File: src/hdl/ipv4_fragment_header_generator_core_defines.svh
// Assertion macros shared by the fragment header generator RTL.
`ifndef IPV4_FRAGMENT_HEADER_GENERATOR_CORE_DEFINES_SVH
`define IPV4_FRAGMENT_HEADER_GENERATOR_CORE_DEFINES_SVH
`ifndef SYNTH
// Same-cycle implication.
`define FHG_ASSERT_IMPL(label, clk, rst_n, ante, cons, msg) \
  label: assert property (@(posedge clk) disable iff (!rst_n) (ante) |-> (cons)) \
    else $error(msg);
// Next-cycle implication.
`define FHG_ASSERT_NEXT(label, clk, rst_n, ante, cons, msg) \
  label: assert property (@(posedge clk) disable iff (!rst_n) (ante) |=> (cons)) \
    else $error(msg);
`else
`define FHG_ASSERT_IMPL(label, clk, rst_n, ante, cons, msg)
`define FHG_ASSERT_NEXT(label, clk, rst_n, ante, cons, msg)
`endif
`endif

File: src/hdl/ipv4fhg_pkg.sv
package ipv4fhg_pkg;

  localparam int unsigned BASE_HEADER_BYTES = 20;
  localparam logic [13:0] MTU_RESET = 14'd1500;
  localparam logic [13:0] MIN_CHUNK = 14'd1216;
  localparam logic [15:0] FLAG_MF   = 16'h2000;
  localparam logic [15:0] FLAG_DF   = 16'h4000;
  localparam logic [3:0]  IP_VERSION = 4'h4;
  localparam logic [3:0]  BASE_IHL  = 4'd5;
  localparam logic [15:0] CSUM_ALL_ONES = 16'hffff;

  // Control of the shared ones-complement accumulator.
  typedef struct packed {
    logic load;
    logic add;
  } csum_ctrl_t;

endpackage

File: src/hdl/ipv4_fragment_header_generator_core.sv
// Sequence: the packet word is taken in idle, then six setup adds and a save, then
//   four adds, a fold and an emit per fragment for N fragments (N up to 54)
//   through one shared 16-bit ones-complement accumulator; the emit holds while
//   the result side stalls. No new packet word is taken until the last
//   fragment's word is taken.
// Reset: rst_n is synchronous, active low; clears the sequencer, drops out_valid
//   and sets the MTU register to 1500.
`include "ipv4_fragment_header_generator_core_defines.svh"

module ipv4_fragment_header_generator_core
  import ipv4fhg_pkg::*;
(
  input  logic        clk,
  input  logic        rst_n,

  input  logic        cfg_valid,
  output logic        cfg_ready,
  input  logic [13:0] cfg_mtu,

  input  logic        in_valid,
  output logic        in_stall,
  input  logic [31:0] in_src_addr,
  input  logic [31:0] in_dst_addr,
  input  logic [7:0]  in_time_to_live,
  input  logic [7:0]  in_protocol,
  input  logic [7:0]  in_type_of_service,
  input  logic [15:0] in_ident,
  input  logic [15:0] in_flags_word,
  input  logic [3:0]  in_options_words,
  input  logic [15:0] in_options_sum,
  input  logic [15:0] in_payload_len,

  output logic        out_valid,
  input  logic        out_stall,
  output logic [15:0] out_payload_start,
  output logic [15:0] out_fragment_len,
  output logic [15:0] out_total_len,
  output logic [3:0]  out_header_words,
  output logic [15:0] out_flags_offset_word,
  output logic [15:0] out_header_checksum,
  output logic        out_options_present,
  output logic        out_last
);

  typedef enum logic [2:0] {
    ST_IDLE,   // wait for a packet word
    ST_SETUP,  // sum the words shared by every fragment
    ST_BASE,   // save that partial sum
    ST_FRAG,   // add the per-fragment words
    ST_FIN,    // fold into the checksum, load the result word
    ST_EMIT    // hold the result word until taken
  } state_t;

  state_t      state_r;
  logic [2:0]  step_r;
  logic [13:0] mtu_r;

  // Captured packet word.
  logic [31:0] src_r;
  logic [31:0] dst_r;
  logic [7:0]  ttl_r;
  logic [7:0]  proto_r;
  logic [7:0]  tos_r;
  logic [15:0] id_r;
  logic [15:0] flags_r;
  logic [3:0]  ow_r;
  logic [15:0] osum_r;
  logic [15:0] plen_r;

  // Fragment walk.
  logic [13:0] chunk_r;
  logic [15:0] ofs_r;
  logic [15:0] left_r;
  logic        first_r;
  logic [15:0] base_r;

  // Result word registers.
  logic        out_valid_r;
  logic [15:0] out_start_r;
  logic [15:0] out_flen_r;
  logic [15:0] out_tlen_r;
  logic [3:0]  out_ihl_r;
  logic [15:0] out_fl_r;
  logic [15:0] out_ck_r;
  logic        out_opts_r;
  logic        out_last_r;

  logic        in_accept;
  logic        out_accept;

  // Chunk size from the MTU and the option length of the incoming packet.
  logic [14:0] room;
  logic        room_neg;
  logic [13:0] room_al;
  logic [13:0] chunk_c;

  assign room     = {1'b0, mtu_r} - 15'(BASE_HEADER_BYTES) - {9'd0, in_options_words, 2'b00};
  assign room_neg = room[14];
  assign room_al  = {room[13:3], 3'b000};
  assign chunk_c  = (room_neg || (room_al < MIN_CHUNK)) ? MIN_CHUNK : room_al;

  // Per-fragment header fields, all combinational from the packet and walk registers.
  logic        has_opts;
  logic        pass_c;
  logic        is_last;
  logic        with_opts;
  logic [3:0]  ihl_c;
  logic [5:0]  obytes_c;
  logic [15:0] flen_c;
  logic [15:0] tlen_c;
  logic [15:0] fl_raw;
  logic [15:0] fl_c;
  logic [15:0] ck_inv;
  logic [15:0] ck_c;

  assign has_opts  = (ow_r != 4'd0);
  assign pass_c    = flags_r[13] || (plen_r == 16'd0) || (plen_r <= {2'b00, chunk_r});
  assign is_last   = pass_c || (left_r <= {2'b00, chunk_r});
  // Non-passthrough: only the first fragment carries options, never the last.
  assign with_opts = has_opts && (pass_c || (first_r && !is_last));
  assign ihl_c     = with_opts ? (BASE_IHL + ow_r) : BASE_IHL;
  assign obytes_c  = with_opts ? {ow_r, 2'b00} : 6'd0;
  assign flen_c    = is_last ? left_r : {2'b00, chunk_r};
  assign tlen_c    = 16'(BASE_HEADER_BYTES) + {10'd0, obytes_c} + flen_c;

  always_comb begin
    if (pass_c) begin
      fl_raw = flags_r;
    end else if (is_last) begin
      fl_raw = {3'b000, ofs_r[15:3]};
    end else begin
      fl_raw = FLAG_MF | {3'b000, ofs_r[15:3]};
    end
  end

  // An all-zero flags word goes out as DF.
  assign fl_c = (fl_raw == 16'd0) ? FLAG_DF : fl_raw;

  // Shared accumulator.
  csum_ctrl_t  csum_ctrl;
  logic [15:0] csum_init;
  logic [15:0] csum_word;
  logic [15:0] csum_sum;

  assign in_accept  = in_valid && !in_stall;
  assign out_accept = out_valid_r && !out_stall;

  always_comb begin
    csum_ctrl.load = in_accept || (out_accept && !out_last_r);
    csum_ctrl.add  = (state_r == ST_SETUP) || (state_r == ST_FRAG);
    csum_init      = (state_r == ST_IDLE) ? 16'd0 : base_r;
  end

  always_comb begin
    csum_word = 16'd0;
    if (state_r == ST_SETUP) begin
      unique case (step_r)
        3'd0:    csum_word = src_r[31:16];
        3'd1:    csum_word = src_r[15:0];
        3'd2:    csum_word = dst_r[31:16];
        3'd3:    csum_word = dst_r[15:0];
        3'd4:    csum_word = id_r;
        3'd5:    csum_word = {ttl_r, proto_r};
        default: csum_word = 16'd0;
      endcase
    end else if (state_r == ST_FRAG) begin
      unique case (step_r)
        3'd0:    csum_word = {IP_VERSION, ihl_c, tos_r};
        3'd1:    csum_word = tlen_c;
        3'd2:    csum_word = fl_c;
        3'd3:    csum_word = with_opts ? osum_r : 16'd0;
        default: csum_word = 16'd0;
      endcase
    end
  end

  ipv4fhg_csum_unit u_csum (
    .clk  (clk),
    .ctrl (csum_ctrl),
    .init (csum_init),
    .word (csum_word),
    .sum  (csum_sum)
  );

  // A zero checksum goes out as all ones.
  assign ck_inv = ~csum_sum;
  assign ck_c   = (ck_inv == 16'd0) ? CSUM_ALL_ONES : ck_inv;

  // Sequencer: state, step count, walk registers and result word.
  always_ff @(posedge clk) begin
    if (!rst_n) begin
      state_r     <= ST_IDLE;
      step_r      <= 3'd0;
      mtu_r       <= MTU_RESET;
      out_valid_r <= 1'b0;
    end else begin
      if (cfg_valid && cfg_ready) begin
        mtu_r <= cfg_mtu;
      end
      unique case (state_r)
        ST_IDLE: begin
          if (in_accept) begin
            src_r   <= in_src_addr;
            dst_r   <= in_dst_addr;
            ttl_r   <= in_time_to_live;
            proto_r <= in_protocol;
            tos_r   <= in_type_of_service;
            id_r    <= in_ident;
            flags_r <= in_flags_word;
            ow_r    <= in_options_words;
            osum_r  <= in_options_sum;
            plen_r  <= in_payload_len;
            chunk_r <= chunk_c;
            ofs_r   <= 16'd0;
            left_r  <= in_payload_len;
            first_r <= 1'b1;
            step_r  <= 3'd0;
            state_r <= ST_SETUP;
          end
        end
        ST_SETUP: begin
          // Advance through the six shared words.
          if (step_r == 3'd5) begin
            step_r  <= 3'd0;
            state_r <= ST_BASE;
          end else begin
            step_r <= step_r + 3'd1;
          end
        end
        ST_BASE: begin
          base_r  <= csum_sum;
          step_r  <= 3'd0;
          state_r <= ST_FRAG;
        end
        ST_FRAG: begin
          if (step_r == 3'd3) begin
            step_r  <= 3'd0;
            state_r <= ST_FIN;
          end else begin
            step_r <= step_r + 3'd1;
          end
        end
        ST_FIN: begin
          out_start_r <= ofs_r;
          out_flen_r  <= flen_c;
          out_tlen_r  <= tlen_c;
          out_ihl_r   <= ihl_c;
          out_fl_r    <= fl_c;
          out_ck_r    <= ck_c;
          out_opts_r  <= with_opts;
          out_last_r  <= is_last;
          out_valid_r <= 1'b1;
          state_r     <= ST_EMIT;
        end
        ST_EMIT: begin
          // Hold the word until taken, then step to the next fragment.
          if (out_accept) begin
            out_valid_r <= 1'b0;
            if (out_last_r) begin
              state_r <= ST_IDLE;
            end else begin
              ofs_r   <= ofs_r + {2'b00, chunk_r};
              left_r  <= left_r - {2'b00, chunk_r};
              first_r <= 1'b0;
              step_r  <= 3'd0;
              state_r <= ST_FRAG;
            end
          end
        end
        default: begin
          state_r <= ST_IDLE;
        end
      endcase
    end
  end

  assign cfg_ready = 1'b1;
  assign in_stall  = (state_r != ST_IDLE);

  assign out_valid             = out_valid_r;
  assign out_payload_start     = out_start_r;
  assign out_fragment_len      = out_flen_r;
  assign out_total_len         = out_tlen_r;
  assign out_header_words      = out_ihl_r;
  assign out_flags_offset_word = out_fl_r;
  assign out_header_checksum   = out_ck_r;
  assign out_options_present   = out_opts_r;
  assign out_last              = out_last_r;

  `FHG_ASSERT_NEXT(a_busy_after_accept, clk, rst_n, in_accept, in_stall && !out_valid, "block not busy after packet word taken")
  `FHG_ASSERT_NEXT(a_idle_after_last, clk, rst_n, out_accept && out_last, !in_stall, "block not idle after last word")
  `FHG_ASSERT_IMPL(a_opts_at_start, clk, rst_n, out_valid && out_options_present, out_payload_start == 16'd0, "options on a fragment past offset zero")
  `FHG_ASSERT_IMPL(a_mf_on_middle, clk, rst_n, out_valid && !out_last, out_flags_offset_word[13] && (out_fragment_len[2:0] == 3'd0), "non-final fragment lacks MF or 8-byte alignment")
  `FHG_ASSERT_IMPL(a_nonzero_ck, clk, rst_n, out_valid, out_header_checksum != 16'd0, "zero checksum emitted")

endmodule

File: src/hdl/ipv4fhg_csum_unit.sv
module ipv4fhg_csum_unit
  import ipv4fhg_pkg::*;
(
  input  logic        clk,
  input  csum_ctrl_t  ctrl,
  input  logic [15:0] init,
  input  logic [15:0] word,
  output logic [15:0] sum
);

  logic [15:0] acc_r;
  logic [15:0] acc_nxt;
  logic [16:0] raw;

  // One 16-bit word per cycle while add is set and load is not, with end-around carry.
  assign raw = {1'b0, acc_r} + {1'b0, word};

  always_comb begin
    acc_nxt = acc_r;
    if (ctrl.load) begin
      acc_nxt = init;
    end else if (ctrl.add) begin
      acc_nxt = raw[15:0] + {15'd0, raw[16]};
    end
  end

  always_ff @(posedge clk) begin
    acc_r <= acc_nxt;
  end

  assign sum = acc_r;

endmodule
File: config.mk
export PLATFORM = sky130hd
export DESIGN_NAME = ipv4_fragment_header_generator_core
export DESIGN_NICKNAME = d
export VERILOG_FILES = /design/src/hdl/ipv4fhg_pkg.sv /design/src/hdl/ipv4_fragment_header_generator_core.sv /design/src/hdl/ipv4fhg_csum_unit.sv
export VERILOG_INCLUDE_DIRS = /design/src /design/src/hdl
export SDC_FILE = /design/constraint.sdc
export NUM_CORES = 1
export LEC_CHECK = 0
export ABC_CLOCK_PERIOD_IN_PS = 7940
export BUFFER_PORTS_ARGS = -buffer_cell sky130_fd_sc_hd__buf_2
export CAP_MARGIN = 5
export CORE_ASPECT_RATIO = 0.7
export CORE_MARGIN = 2
export CORE_UTILIZATION = 30
export DETAILED_ROUTE_END_ITERATION = 7
export GPL_TIMING_DRIVEN = 0
export SLEW_MARGIN = 20
export SYNTH_ARGS = -nofsm -noshare
export SYNTH_HDL_FRONTEND = slang
export SYNTH_SLANG_ARGS = --single-unit
File: constraint.sdc
create_clock -name clk -period 7.94 [get_ports clk]
set_input_delay 0.397 -clock clk [delete_from_list [all_inputs] [get_ports clk]]
set_output_delay 0.397 -clock clk [all_outputs]
set_load 0.01 [all_outputs]
* Word level (Yosys, flattened, before mapping)
Index checks and enable logic that the tools add are counted.
** Cells by class
- Multiply operators :: 0
- Reduce and logical (&&, ||, !) cells :: 34
- Add/subtract/negate cells :: 10
- Equality and inequality tests :: 15
- Bitwise operators :: 1
- $lt $le $gt $ge :: 3
- Mux-type cells :: 40
- Div/mod/pow operators :: 0
- Shift operators :: 0
** Operator list (number)
- 16-bit 2-to-1 mux :: 15
- 16-bit case mux with 6 select lines :: 1
- 16-bit case mux with 2 select lines :: 2
- 16-bit case mux with 4 select lines :: 1
- 16-bit zero test :: 3
- 16-bit by 14-bit less-or-equal comparator with 1-bit output :: 2
- 3-bit 2-to-1 mux :: 9
- 3-bit case mux with 6 select lines :: 1
- 16-bit by 16-bit adder with 17-bit output :: 1
- 16-bit by 1-bit adder with 16-bit output :: 1
- 16-bit by 14-bit adder with 16-bit output :: 1
- 7-bit by 16-bit adder with 16-bit output :: 1
- 16-bit inverter :: 1
- 16-bit by 14-bit subtractor with 16-bit output :: 1
- 3-bit case mux with 5 select lines :: 1
- 14-bit by 5-bit subtractor with 15-bit output, second input constant :: 1
- 15-bit by 6-bit subtractor with 15-bit output :: 1
- 14-bit by 11-bit < comparator with 1-bit output, second input constant :: 1
- 14-bit 2-to-1 mux :: 1
- 3-bit by 2-bit equality test with 1-bit output, second input constant :: 4
- 3-bit equality test, second input constant :: 4
- 4-bit AND reduction :: 2
- 5-bit by 6-bit adder with 7-bit output, first input constant :: 1
- 1-bit logical OR :: 7
- other kinds (20) :: 40
** Word-level totals
- Bits in latches :: 0
- Input bits :: 175
- Bits in read-only memories :: 0
- Memories kept :: 0
- Word-level logic and storage cells :: 132
- Output and inout port bits :: 89
- Bits in writable memories :: 0
- Bits in registers :: 342

* Longest topological paths before layout
Gate-level depths: netlist of the first run.
- Depth after elaboration :: 18
- Mapped depth :: 40

* Modules after synthesis
A second synthesis of the first run with hierarchy kept.
** Second synthesis, totals
- Cells, all modules :: 1307
- Area total of the unflattened synthesis :: 16236.8 µm²
** Modules (own cells, without submodules)
- ipv4_fragment_header_generator_core :: area each 14286.2 µm², instances 1, sequential area each 9228.9 µm², cells each 1086
- ipv4fhg_csum_unit :: area each 1950.6 µm², instances 1, sequential area each 480.5 µm², cells each 221

* Least setup slack after synthesis of the first run
No wires, ideal clock.
- Path type :: flip-flop to flip-flop
- Start point :: reg left_r[12]
- End point :: reg u_csum.acc_r[14], in the netlist u_csum.sum[14] (data pin)
- Path slack :: 0.092 ns
- Period minus slack after synthesis :: 7.848 ns
- Data required time :: 7.681 ns
- Data arrival time :: 7.589 ns
- Stages on the path, launching flop included :: 39
- Path through :: edfxtp_1 -> ha_1 -> and3_4 -> or4b_1 -> or3_1 -> o21a_1 -> and2_4 -> buf_6 -> buf_4 -> clkbuf_1 -> nor2_1 -> a21oi_1 -> ha_1 -> inv_1 -> ha_1 -> a21oi_1 -> o21ai_0 -> nor2b_1 -> [3 not listed] -> a221o_1 -> a221o_1 -> ha_1 -> a21oi_1 -> nor3b_1 -> inv_1 -> o211a_1 -> o21ai_0 -> a21oi_1 -> o21ai_0 -> nand2b_1 -> ha_1 -> ha_1 -> and3_1 -> nand2_1 -> inv_1 -> and4_1 -> a211o_1
** Between the ends
- Longest elaborated chain between the ends :: 16
** Ends and longest elaborated chain
- start: declaration :: RTL line ipv4_fragment_header_generator_core.sv:73 : logic [15:0] left_r;
- start signal: assignment :: RTL line ipv4_fragment_header_generator_core.sv:215 : left_r <= in_payload_len;
- start signal: assignment :: RTL line ipv4_fragment_header_generator_core.sv:263 : left_r <= left_r - {2'b00, chunk_r};
- 16-bit by 14-bit less-or-equal comparator with 1-bit output * :: RTL line ipv4_fragment_header_generator_core.sv:118 : assign is_last = pass_c || (left_r <= {2'b00, chunk_r});
- 1-bit logical OR * :: RTL line ipv4_fragment_header_generator_core.sv:118
- 1-bit zero test :: RTL line ipv4_fragment_header_generator_core.sv:120 : assign with_opts = has_opts && (pass_c || (first_r && !is_last));
- 1-bit logical AND :: RTL line ipv4_fragment_header_generator_core.sv:120
- 1-bit logical OR :: RTL line ipv4_fragment_header_generator_core.sv:120
- 1-bit logical AND :: RTL line ipv4_fragment_header_generator_core.sv:120
- 6-bit 2-to-1 mux :: RTL line ipv4_fragment_header_generator_core.sv:122 : assign obytes_c = with_opts ? {ow_r, 2'b00} : 6'd0;
- 5-bit by 6-bit adder with 7-bit output :: RTL line ipv4_fragment_header_generator_core.sv:124 : assign tlen_c = 16'(BASE_HEADER_BYTES) + {10'd0, obytes_c} + flen_c;
- [1 not listed]
- named net tlen_c[10] :: RTL line ipv4_fragment_header_generator_core.sv:110 : logic [15:0] tlen_c;
- 16-bit case mux with 4 select lines * :: RTL line ipv4_fragment_header_generator_core.sv:167 : unique case (step_r)
- 16-bit 2-to-1 mux * :: RTL line ipv4_fragment_header_generator_core.sv:166 : end else if (state_r == ST_FRAG) begin
- 16-bit 2-to-1 mux * :: RTL line ipv4_fragment_header_generator_core.sv:156 : if (state_r == ST_SETUP) begin
- 16-bit by 16-bit adder with 17-bit output * :: RTL line ipv4fhg_csum_unit.sv:16 : assign raw = {1'b0, acc_r} + {1'b0, word};
- 16-bit by 1-bit adder with 16-bit output * :: RTL line ipv4fhg_csum_unit.sv:23 : acc_nxt = raw[15:0] + {15'd0, raw[16]};
- 16-bit 2-to-1 mux * :: RTL line ipv4fhg_csum_unit.sv:22 : end else if (ctrl.add) begin
- 16-bit 2-to-1 mux * :: RTL line ipv4fhg_csum_unit.sv:20 : if (ctrl.load) begin
- named net u_csum.acc_nxt[14] :: RTL line ipv4fhg_csum_unit.sv:12 : logic [15:0] acc_nxt;
- end signal: assignment :: RTL line ipv4fhg_csum_unit.sv:28 : acc_r <= acc_nxt;
- end: declaration :: RTL line ipv4fhg_csum_unit.sv:11 : logic [15:0] acc_r;
Mark *: on every way through the listed nets, which the timed path passes. The rest lies on a longest branch. The select of a mux whose other input is x is not followed.
A chain may end at the register's enable or synchronous reset.

* Worst setup path after layout of the first run
- Start point :: reg chunk_r[10]
- End point :: reg u_csum.acc_r[12], in the netlist u_csum.sum[12] (data pin)
** RTL lines
- start: declaration :: RTL line ipv4_fragment_header_generator_core.sv:71 : logic [13:0] chunk_r;
- start signal: assignment :: RTL line ipv4_fragment_header_generator_core.sv:213 : chunk_r <= chunk_c;
- 16-bit by 14-bit less-or-equal comparator with 1-bit output :: RTL line ipv4_fragment_header_generator_core.sv:117 : assign pass_c = flags_r[13] || (plen_r == 16'd0) || (plen_r <= {2'b00, chunk_r});
- 1-bit logical OR :: RTL line ipv4_fragment_header_generator_core.sv:117
- 1-bit logical OR * :: RTL line ipv4_fragment_header_generator_core.sv:118
- 16-bit 2-to-1 mux * :: RTL line ipv4_fragment_header_generator_core.sv:123 : assign flen_c = is_last ? left_r : {2'b00, chunk_r};
- named net flen_c[3] :: RTL line ipv4_fragment_header_generator_core.sv:109 : logic [15:0] flen_c;
- 7-bit by 16-bit adder with 16-bit output * :: RTL line ipv4_fragment_header_generator_core.sv:124
- named net tlen_c[9] :: RTL line ipv4_fragment_header_generator_core.sv:110
- 16-bit case mux with 4 select lines * :: RTL line ipv4_fragment_header_generator_core.sv:167
- 16-bit 2-to-1 mux * :: RTL line ipv4_fragment_header_generator_core.sv:166
- 16-bit 2-to-1 mux * :: RTL line ipv4_fragment_header_generator_core.sv:156
- 16-bit by 16-bit adder with 17-bit output * :: RTL line ipv4fhg_csum_unit.sv:16
- 16-bit by 1-bit adder with 16-bit output * :: RTL line ipv4fhg_csum_unit.sv:23
- 16-bit 2-to-1 mux * :: RTL line ipv4fhg_csum_unit.sv:22
- 16-bit 2-to-1 mux * :: RTL line ipv4fhg_csum_unit.sv:20
- named net u_csum.acc_nxt[12] :: RTL line ipv4fhg_csum_unit.sv:12
Marked as above.

==> run_results.csv, run 1 <==
group,metric,value,unit
power,switching_share,0.3572,
min_path,min_path_type,"input pin to flop",
die,initial_core_util,0.3059,
die,fp.coreArea,0.05264,mm²
global_routing,grt_max_degree,48,
die,dieHeight,197.8,µm
clocking,h-tree-depth,2,
final_layout,final_cell_mix,"310 x edfxtp_1, 257 x buf_2, 116 x dlygate4sd3_1",
timing,setup_violations,0,
critical_path,cp_slowest_cell,"or4_4",
critical_path,required,8.23,ns
clocking,cts.clk_slew.worst_paths,0.07,ns
timing,min_period,7.895,ns
logic_synthesis,yosys_register_bits,330,
timing,relSlewSlack,0.4236,
clocking,cts_buffers,37,
power,clkPwrFrac,0.277,
detailed_routing,drc,0,
placed_design,hpwl,41260,µm
detailed_routing,dr.pass1.iters,7,
detailed_routing,wl_per_cell,21.92,µm
detailed_routing,viasPerCell,5.035,
logic_synthesis,synth_seq_area_share,0.6030,
clocking,cts.sinks,330,
power,p_leak,0.008369,µW
global_routing,grt_overflow,0,
global_routing,grt_usage,0.1937,
critical_path,critPathBufInv,3,
logic_synthesis,avgSynthCellArea,12.54,µm²
die,die-area,0.05557,mm²
timing,final_max_slew_viol_count,0,
die,die_w,280.9,µm
logic_synthesis,yosysWarnings,0,
detailed_routing,first_iter_violations,1386,
logic_synthesis,synthArstFlopShare,0,
logic_synthesis,syn_inst,1284,
critical_path,endpoint_kind,"flop",
final_layout,design_area,0.02192,mm²
detailed_routing,via_count,12613,
detailed_routing,detail-route-antenna-nets,0,
power,seqPwrFrac,0.381,
critical_path,critPathTopFamily,"compound AO/OA/AOI/OAI gates",
power,p_int,4104,µW
die,ios,264,
detailed_routing,drt_wl_total,54920,µm
placed_design,pre_cts_slack,-2.160,ns
timing,fmax,126.7,MHz
placed_design,port_buffers,257,
timing,fin_crit_sh,0.9944,
global_routing,antenna_found_initial,8,
power,ir_drop,122.1,µV
critical_path,startpoint_type,"flop",
timing,hold_violations,0,
final_layout,final_common_cell,"edfxtp_1",
clocking,cts_tree,"built",
logic_synthesis,synth-edff-count,310,
timing,rsz0062_at_grt,"yes",
final_layout,fin_nets,2011,
critical_path,cpPeakStageDelay,0.58,ns
critical_path,arrival,8.18,ns
placed_design,place.gp.congestion,0.8852,
global_routing,grt_pass1_wl,78540,µm
clocking,clk_latency,0.57,ns
critical_path,worstSetupPathType,"flop to flop",
critical_path,path_common_cell,"ha_4",
power,p_switching,2281,µW
logic_synthesis,mappedNetlistArea,0.01610,mm²
run_status,status,"complete, no violations",
placed_design,placed_area,0.01850,mm²
power,finalPower,6385,µW
die,rows,70,
final_layout,final_layout_size_suffix_gt1_frac,0.2872,
timing,clock_skew,0.02529,ns
power,combPwrFrac,0.343,
job,drv_cap,0,
logic_synthesis,ys_types,76,
timing,whs,0.02760,ns
final_layout,area_growth,36.14,%
timing,worst_slack,0.04482,ns
global_routing,grt_pass1_vias,12166,
power,power_density,291.3,mW/mm²
logic_synthesis,synth-main-ff-cell,"edfxtp_1",
clocking,clockRootBuffer,"clkbuf_16",
timing,tightest_slew,0.8614,ns
clocking,cts_buffer_depth,3,
critical_path,critPathMaxFanout,7,
-- cell families after synthesis --
group	Yosys count	synth area share
AOI/OAI and AO/OA	276	0.1189
xor gates and xnor gates	53	0.02883
adders and majority gates	82	0.06558
buffers and inverters	119	0.03007
DFF	330	0.6030
muxes	60	0.04048
other	2	0.0004664
and+or+nand+nor	362	0.1127
-- final cells by class --
class	instances	area, µm²
fill	4929	30720
sequential	330	9709
multi-input combinational	837	6568
timing repair buffer	432	2974
clock buffer	42	965.9
tap	720	900.9
inverter	68	276.5
clock inverter	26	270.3
buffer	48	251.5
antenna	2	5.005
-- sequential cells by signal, summed over array words and instances (netlist names), 11 cells and up --
name                   count
out_flags_offset_word     16
u_csum.sum                16
id_r                      16
osum_r                    16
chunk_r                   11
out_payload_start         13
left_r                    16
out_fragment_len          16
flags_r                   16
src_r                     32
dst_r                     32
ofs_r                     13
mtu_r                     13
plen_r                    16
out_total_len             14
base_r                    16
out_header_checksum       16
-- synth_stat cells (all sizes together) (28+ instances only) --
cell type / count / share of area
xor2: 28 / 0.015
nor3: 29 / 0.0090
edfxtp: 310 / 0.58
clkbuf: 35 / 0.0082
o21ai: 61 / 0.019
nor2b: 28 / 0.011
inv: 67 / 0.016
nand2: 119 / 0.028
mux2: 38 / 0.027
ha: 78 / 0.061
a21oi: 49 / 0.015
nor2: 62 / 0.015
-- through the flow --
| stage | util | instances | setup TNS (ns) |
|---|---|---|---|
| after floorplan | - | 1286 | 0 |
| after global placement | 0.3476 | 2263 | -228.93 |
| after detailed placement | 0.3515 | 2276 | -27.88 |
| after CTS | 0.4081 | 2481 | 0 |
| after global routing | 0.4164 | 2504 | -0.8611 |
| final | 0.4164 | 2505 | 0 |
-- timing repair --
item,in CTS,in global routing
gates resized for setup,85,46
setup endpoints to repair,16,12
endpoints found under the hold margin,116,0
hold buffers,116,0
setup buffers,21,25
pin swaps,22,38
-- routing by layer --
metal  GRT usage  share of wire  vias to the layer above
met3     0.05475           0.10                       84
li1            -              -                     5833
met5           0        0.00069                        -
met4     0.05664          0.023                        6
met1      0.2937           0.47                     6099
met2      0.2636           0.40                      591
-- worst paths after layout --
path / start / end / slack [ns] / cells past startpoint
setup reg to reg: chunk_r[10] / u_csum.sum[12] / 0.04 / 36
setup / recovery: chunk_r[10] / u_csum.sum[12] / 0.04 / 36
hold / removal: in_payload_len[7] / plen_r[7] / 0.03 / 1
hold reg to reg: mtu_r[3] / mtu_r[3] / 0.50 / 2
-- power groups by stage --
| stage | clock network (µW) | logic, µW | registers (µW) |
|---|---|---|---|
| 6_report | 1770 | 2190 | 2430 |
| 5_1_grt | 1870 | 2370 | 2450 |
| 4_1_cts | 1800 | 2010 | 2420 |
| 3_5_place_dp | 0 | 1780 | 2450 |
| 3_3_place_gp | 0 | 1730 | 2480 |
| 2_1_floorplan | 0 | 1170 | 2360 |
(Power assumes the default switching activity.)
==> run 2: changes to the inputs <==
--- a/config.mk
+++ b/config.mk
@@ -6,7 +6,8 @@
 export SDC_FILE = /design/constraint.sdc
 export NUM_CORES = 1
 export LEC_CHECK = 0
-export ABC_CLOCK_PERIOD_IN_PS = 7940
+export ABC_AREA = 1
+export ABC_CLOCK_PERIOD_IN_PS = 7900
 export BUFFER_PORTS_ARGS = -buffer_cell sky130_fd_sc_hd__buf_2
 export CAP_MARGIN = 5
 export CORE_ASPECT_RATIO = 0.7
==> constraint.sdc (replaced) <==
create_clock -name clk -period 7.9 [get_ports clk]
set_input_delay 0.395 -clock clk [delete_from_list [all_inputs] [get_ports clk]]
set_output_delay 0.395 -clock clk [all_outputs]
set_load 0.01 [all_outputs]
==> run_results.csv, run 2 <==
group,metric,value,unit
run_status,status,"complete, no violations",
placed_design,hpwl,40220,µm
critical_path,r2r_setup_slack,0.60,ns
die,fp.coreArea,0.05255,mm²
timing,clock_skew,0.02458,ns
timing,relSlewSlack,0.2189,
logic_synthesis,synth_seq_area_share,0.6050,
clocking,cts_buffer_depth,3,
critical_path,cpPeakStageDelay,0.55,ns
timing,rsz0062_at_grt,"no",
power,ir_drop,186.5,µV
clocking,cts_tree,"built",
final_layout,final_cell_mix,"335 x nand2_1, 310 x edfxtp_1, 262 x buf_2",
detailed_routing,first_iter_violations,1120,
critical_path,crit_path_start,"chunk_r[12]",
power,p_leak,0.008683,µW
die,die_w,280.5,µm
logic_synthesis,ys_types,66,
placed_design,placed_area,0.01853,mm²
timing,fmax,137.1,MHz
global_routing,grt_usage,0.1852,
critical_path,regToRegEndpoint,"u_csum.sum[14]",
clocking,h-tree-depth,2,
placed_design,place.gp.congestion,0.8565,
critical_path,critPathBufInv,7,
detailed_routing,detail-route-antenna-nets,0,
job,drv_cap,0,
logic_synthesis,synthArstFlopShare,0,
critical_path,cp_slowest_cell,"edfxtp_1",
detailed_routing,viasPerCell,4.728,
detailed_routing,via_count,12509,
final_layout,final_layout_size_suffix_gt1_frac,0.2215,
logic_synthesis,mappedNetlistArea,0.01605,mm²
logic_synthesis,synth-main-ff-cell,"edfxtp_1",
logic_synthesis,post-synth-top-area-fraction,0.5800,
timing,min_period,7.296,ns
critical_path,critPathMaxFanout,10,
critical_path,r2r-start,"chunk_r[12]",
logic_synthesis,avgSynthCellArea,10.74,µm²
critical_path,startpoint_type,"flop",
clocking,clk_latency,0.57,ns
clocking,clockRootBuffer,"clkbuf_16",
logic_synthesis,synth_area_leaders,"edfxtp_1 58%, nand2_1 7.9%, ha_1 6.1%",
critical_path,critPathTopFamily,"simple AND/OR/NAND/NOR gates",
final_layout,final_common_cell,"nand2_1",
placed_design,dp.cells,2463,
logic_synthesis,synth_top_area_cell,"edfxtp_1",
critical_path,endpoint_kind,"flop",
power,finalPower,6255,µW
critical_path,r2r_cells,47,
clocking,cts_buffers,37,
die,die-area,0.05539,mm²
final_layout,area_growth,30.26,%
final_layout,fin_nets,2189,
timing,final_max_slew_viol_count,0,
critical_path,worstSetupPathType,"flop to flop",
global_routing,grt_pass1_wl,75810,µm
final_layout,largestRegisters,"dst_r (32), src_r (32)",
critical_path,required,8.21,ns
global_routing,grt_overflow,0,
logic_synthesis,synth-edff-count,310,
logic_synthesis,yosysMostFrequentCell,"nand2_1",
min_path,min_path_type,"input pin to flop",
die,ios,264,
logic_synthesis,syn_inst,1495,
die,rows,70,
die,initial_core_util,0.3054,
detailed_routing,drc,0,
detailed_routing,dr.pass1.iters,5,
critical_path,endpoint,"u_csum.sum[14]",
placed_design,port_buffers,258,
detailed_routing,drt_wl_total,51960,µm
detailed_routing,wl_per_cell,19.64,µm
power,power_density,299.2,mW/mm²
die,dieHeight,197.5,µm
critical_path,path_common_cell,"nand2_1",
global_routing,grt_max_degree,19,
timing,fin_crit_sh,0.9235,
timing,tightest_slew,1.169,ns
clocking,cts.clk_slew.worst_paths,0.06,ns
critical_path,arrival,7.61,ns
logic_synthesis,yosysWarnings,0,
final_layout,design_area,0.02091,mm²
timing,setup_violations,0,
clocking,cts.sinks,330,
global_routing,antenna_found_initial,5,
timing,hold_violations,0,
critical_path,cp.depth,47,
logic_synthesis,yosys_register_bits,330,
global_routing,grt_pass1_vias,12318,
logic_synthesis,synthTopCellsByCount,"338 x nand2_1, 310 x edfxtp_1, 164 x inv_1, 93 x a21oi_1, 92 x nor2_1",
final_layout,instances_no_fill,2646,
run 2: power breakdown:
part / switching (µW) / internal (µW) / leakage (µW)
registers: 178 / 2270 / 0.00303
logic: 1340 / 741 / 0.00508
clock network: 733 / 987 / 0.000574
run 2: stage by stage:
stage          worst slack (ns)  setup TNS [ns]  hold slack [ns]    util
4_1_cts                 0.03984               0        0.0001606  0.3952
5_1_grt                 0.02761               0         0.001346  0.3978
3_5_place_dp           -0.07390        -0.07390           0.4604  0.3526
2_1_floorplan            0.1031               0           0.4329       -
6_report                 0.6043               0          0.02712  0.3978
3_3_place_gp             -3.022         -674.90           0.4593  0.3465
run 2: cell type report:
cell class,count,area (µm²)
diodes,3,7.507
plain buffers,42,222.7
clock buffers,44,973.4
clock inverters,22,217.7
fillers,5070,31650
inverters,172,648.1
multi-input cells,953,5575
flip-flops and latches,330,9709
well taps,684,855.8
repair buffers,396,2695
run 2: worst min path at each step:
stage | cells after the start | to | slack [ns] | start
after CTS | 1 | id_r[0] | 0.0002 | in_ident[0]
after floorplan | 2 | mtu_r[4] | 0.43 | mtu_r[4]
after detailed placement | 2 | mtu_r[6] | 0.46 | mtu_r[6]
after global placement | 2 | mtu_r[5] | 0.46 | mtu_r[5]
final | 1 | ttl_r[4] | 0.03 | in_time_to_live[4]
after global routing | 1 | src_r[14] | 0.001 | in_src_addr[14]
run 2: kinds of logic (layout without fill, tap and decap cells):
family,after synthesis,in the layout,share of synthesized area
AO/OA/AOI/OAI,233,233,0.08685
AND/OR/NAND/NOR,593,593,0.1655
other,2,7,0.0004679
buffers and inverters,214,676,0.05403
adder cells (fa/ha/maj),82,82,0.06580
XOR/XNOR,41,41,0.02238
flip-flops,330,330,0.6050
run 2: layer usage:
metal | GRT usage | routed length, µm
met1 | 0.2814 | 25320
met2 | 0.2705 | 21950
met3 | 0.03737 | 3945
met4 | 0.03763 | 747
met5 | 0 | 0
run 2: repair_timing:
item | 4_1_cts | 5_1_grt
buffers inserted | 1 | 9
pin swaps | 1 | 10
gates cloned | 0 | 0
setup endpoints to repair | 1 | 8
gates resized for setup | 3 | 22
hold endpoints to repair | 104 | 0
hold buffers | 104 | 0
==> run 3: changes to the inputs <==
--- a/config.mk
+++ b/config.mk
@@ -6,15 +6,15 @@
 export SDC_FILE = /design/constraint.sdc
 export NUM_CORES = 1
 export LEC_CHECK = 0
-export ABC_AREA = 1
+export ABC_AREA = 0
 export ABC_CLOCK_PERIOD_IN_PS = 7900
 export BUFFER_PORTS_ARGS = -buffer_cell sky130_fd_sc_hd__buf_2
 export CAP_MARGIN = 5
-export CORE_ASPECT_RATIO = 0.7
 export CORE_MARGIN = 2
 export CORE_UTILIZATION = 30
 export DETAILED_ROUTE_END_ITERATION = 7
 export GPL_TIMING_DRIVEN = 0
+export RECOVER_POWER = 50
 export SLEW_MARGIN = 20
 export SYNTH_ARGS = -nofsm -noshare
 export SYNTH_HDL_FRONTEND = slang
==> run_results.csv, run 3 (same netlist as run 1, synthesis figures left out) <==
group,metric,value,unit
run_status,status,"complete, no violations",
detailed_routing,detail-route-antenna-nets,0,
critical_path,critPathMaxFanout,8,
timing,hold_violations,0,
die,die_w,235.7,µm
critical_path,required,8.20,ns
clocking,clk_latency,0.55,ns
final_layout,instances_no_fill,2411,
timing,final_max_slew_viol_count,0,
timing,fin_setup_tns,0,ns
detailed_routing,drt_wl_total,52310,µm
timing,fin_crit_sh,0.9783,
final_layout,seq_area,0.009709,mm²
clocking,cts.sinks,330,
global_routing,grt_pass1_vias,11949,
global_routing,grt_pass1_wl,75610,µm
detailed_routing,viasPerCell,5.063,
global_routing,grt_max_degree,53,
final_layout,final_util,0.3995,
detailed_routing,dr.pass1.iters,6,
final_layout,final_cell_mix,"310 x edfxtp_1, 169 x clkbuf_1, 133 x buf_2",
critical_path,startpoint_type,"flop",
power,power_density,303.7,mW/mm²
timing,rsz0062_at_grt,"yes",
die,ios,264,
die,die-area,0.05554,mm²
job,drv_cap,0,
final_layout,final_layout_size_suffix_gt1_frac,0.2203,
timing,whs,0.02878,ns
detailed_routing,via_count,12207,
die,fp.coreArea,0.05276,mm²
timing,min_period,7.729,ns
placed_design,dp.cells,2246,
clocking,cts.clk_slew.worst_paths,0.07,ns
final_layout,fin_nets,1950,
power,p_leak,0.007786,µW
clocking,clockRootBuffer,"clkbuf_16",
global_routing,grt_usage,0.1821,
timing,clock_skew,0.01621,ns
timing,fmax,129.4,MHz
critical_path,cpPeakStageDelay,0.56,ns
final_layout,final_common_cell,"edfxtp_1",
placed_design,port_buffers,257,
min_path,min_path_type,"input pin to flop",
timing,tightest_slew,1.212,ns
placed_design,place.gp.congestion,0.8687,
critical_path,cp_slowest_cell,"or4_4",
die,initial_core_util,0.3052,
power,ir_drop,139.7,µV
final_layout,largestRegisters,"dst_r (32), src_r (32)",
detailed_routing,wl_per_cell,21.70,µm
critical_path,worstSetupPathType,"flop to flop",
timing,relSlewSlack,0.1812,
final_layout,multi_input_comb_area,0.006476,mm²
global_routing,grt_overflow,0,
detailed_routing,first_iter_violations,1160,
final_layout,area_growth,30.91,%
timing,worst_slack,0.1714,ns
final_layout,nFillCells,5075,
clocking,cts_tree,"built",
die,dieHeight,235.7,µm
global_routing,antenna_found_initial,4,
critical_path,endpoint_kind,"flop",
timing,setup_violations,0,
placed_design,hpwl,39380,µm
placed_design,pre_cts_slack,-2.183,ns
clocking,cts_buffers,39,
critical_path,arrival,8.03,ns
detailed_routing,drc,0,
critical_path,path_common_cell,"ha_4",
die,rows,84,
clocking,cts_buffer_depth,3,
clocking,h-tree-depth,2,
## run 3: cell count changes in the layout (fill, tap and decap cells not counted), moves of 20 or more
cell | before | now
buf_2 | 262 | 133
mux2i_1 | 0 | 20
nand3_1 | 75 | 19
mux2_2 | 0 | 37
nand2_1 | 335 | 115
a21oi_1 | 91 | 43
dlygate4sd3_1 | 104 | 55
nor2_1 | 87 | 57
buf_4 | 28 | 53
nor2b_1 | 0 | 27
clkbuf_1 | 29 | 169
inv_1 | 162 | 58
## run 3: metrics by stage
step | cell area [µm²] | power, µW
2_1_floorplan | 16110 | 3548
3_3_place_gp | 18260 | 4190
3_5_place_dp | 18480 | 4212
4_1_cts | 20930 | 6308
5_1_grt | 21080 | 6703
6_report | 21080 | 6403
## run 3: area by class of cell
cell class | instances | area share
Tap cell | 688 | 0.04084
Sequential cell | 330 | 0.4606
Buffer | 47 | 0.01140
Multi-Input combinational cell | 837 | 0.3072
Clock inverter | 23 | 0.01615
Inverter | 68 | 0.01288
Clock buffer | 45 | 0.04737
Timing Repair Buffer | 370 | 0.1032
Antenna cell | 3 | 0.0003561
## run 3: final timing paths
check | from | end | slack, ns | depth (start not counted)
max | chunk_r[12] | u_csum.sum[14] | 0.17 | 37
min | in_options_sum[7] | osum_r[7] | 0.03 | 1
max reg2reg | chunk_r[12] | u_csum.sum[14] | 0.17 | 37
min reg2reg | mtu_r[6] | mtu_r[6] | 0.49 | 2
## run 3: worst max-delay path, delay by kind of cell (launching register included)
family,cells,cell delay [ns]
simple gates,10,1.80
xor+xnor,1,0.15
fa+ha+maj,7,1.63
buf+inv,5,0.51
flops,1,0.46
compound gates,14,2.90
## run 3: routing by layer
layer / GRT usage / vias to the layer above / wire (µm)
met1: 0.2589 / 5963 / 23980
met4: 0.05771 / 2 / 1433
met2: 0.2767 / 470 / 23170
li1: - / 5690 / -
met3: 0.03846 / 82 / 3720
met5: 0 / - / 7
## run 3: where the power goes
group          leakage (µW)  total, µW  internal (µW)  switching (µW)
Clock              0.000639       1910           1170             735
Sequential          0.00303       2420           2230             186
Combinational       0.00412       2080            807            1270
Total               0.00779       6400           4210            2190
## run 3: repair_timing
| action | 4_1_cts | 5_1_grt |
|---|---|---|
| endpoints found under the hold margin | 52 | 3 |
| gates cloned | 0 | 0 |
| buffers inserted | 21 | 22 |
| pin swaps | 22 | 33 |
| resized for setup | 85 | 35 |
| setup endpoints to repair | 16 | 14 |
| hold buffers | 52 | 3 |
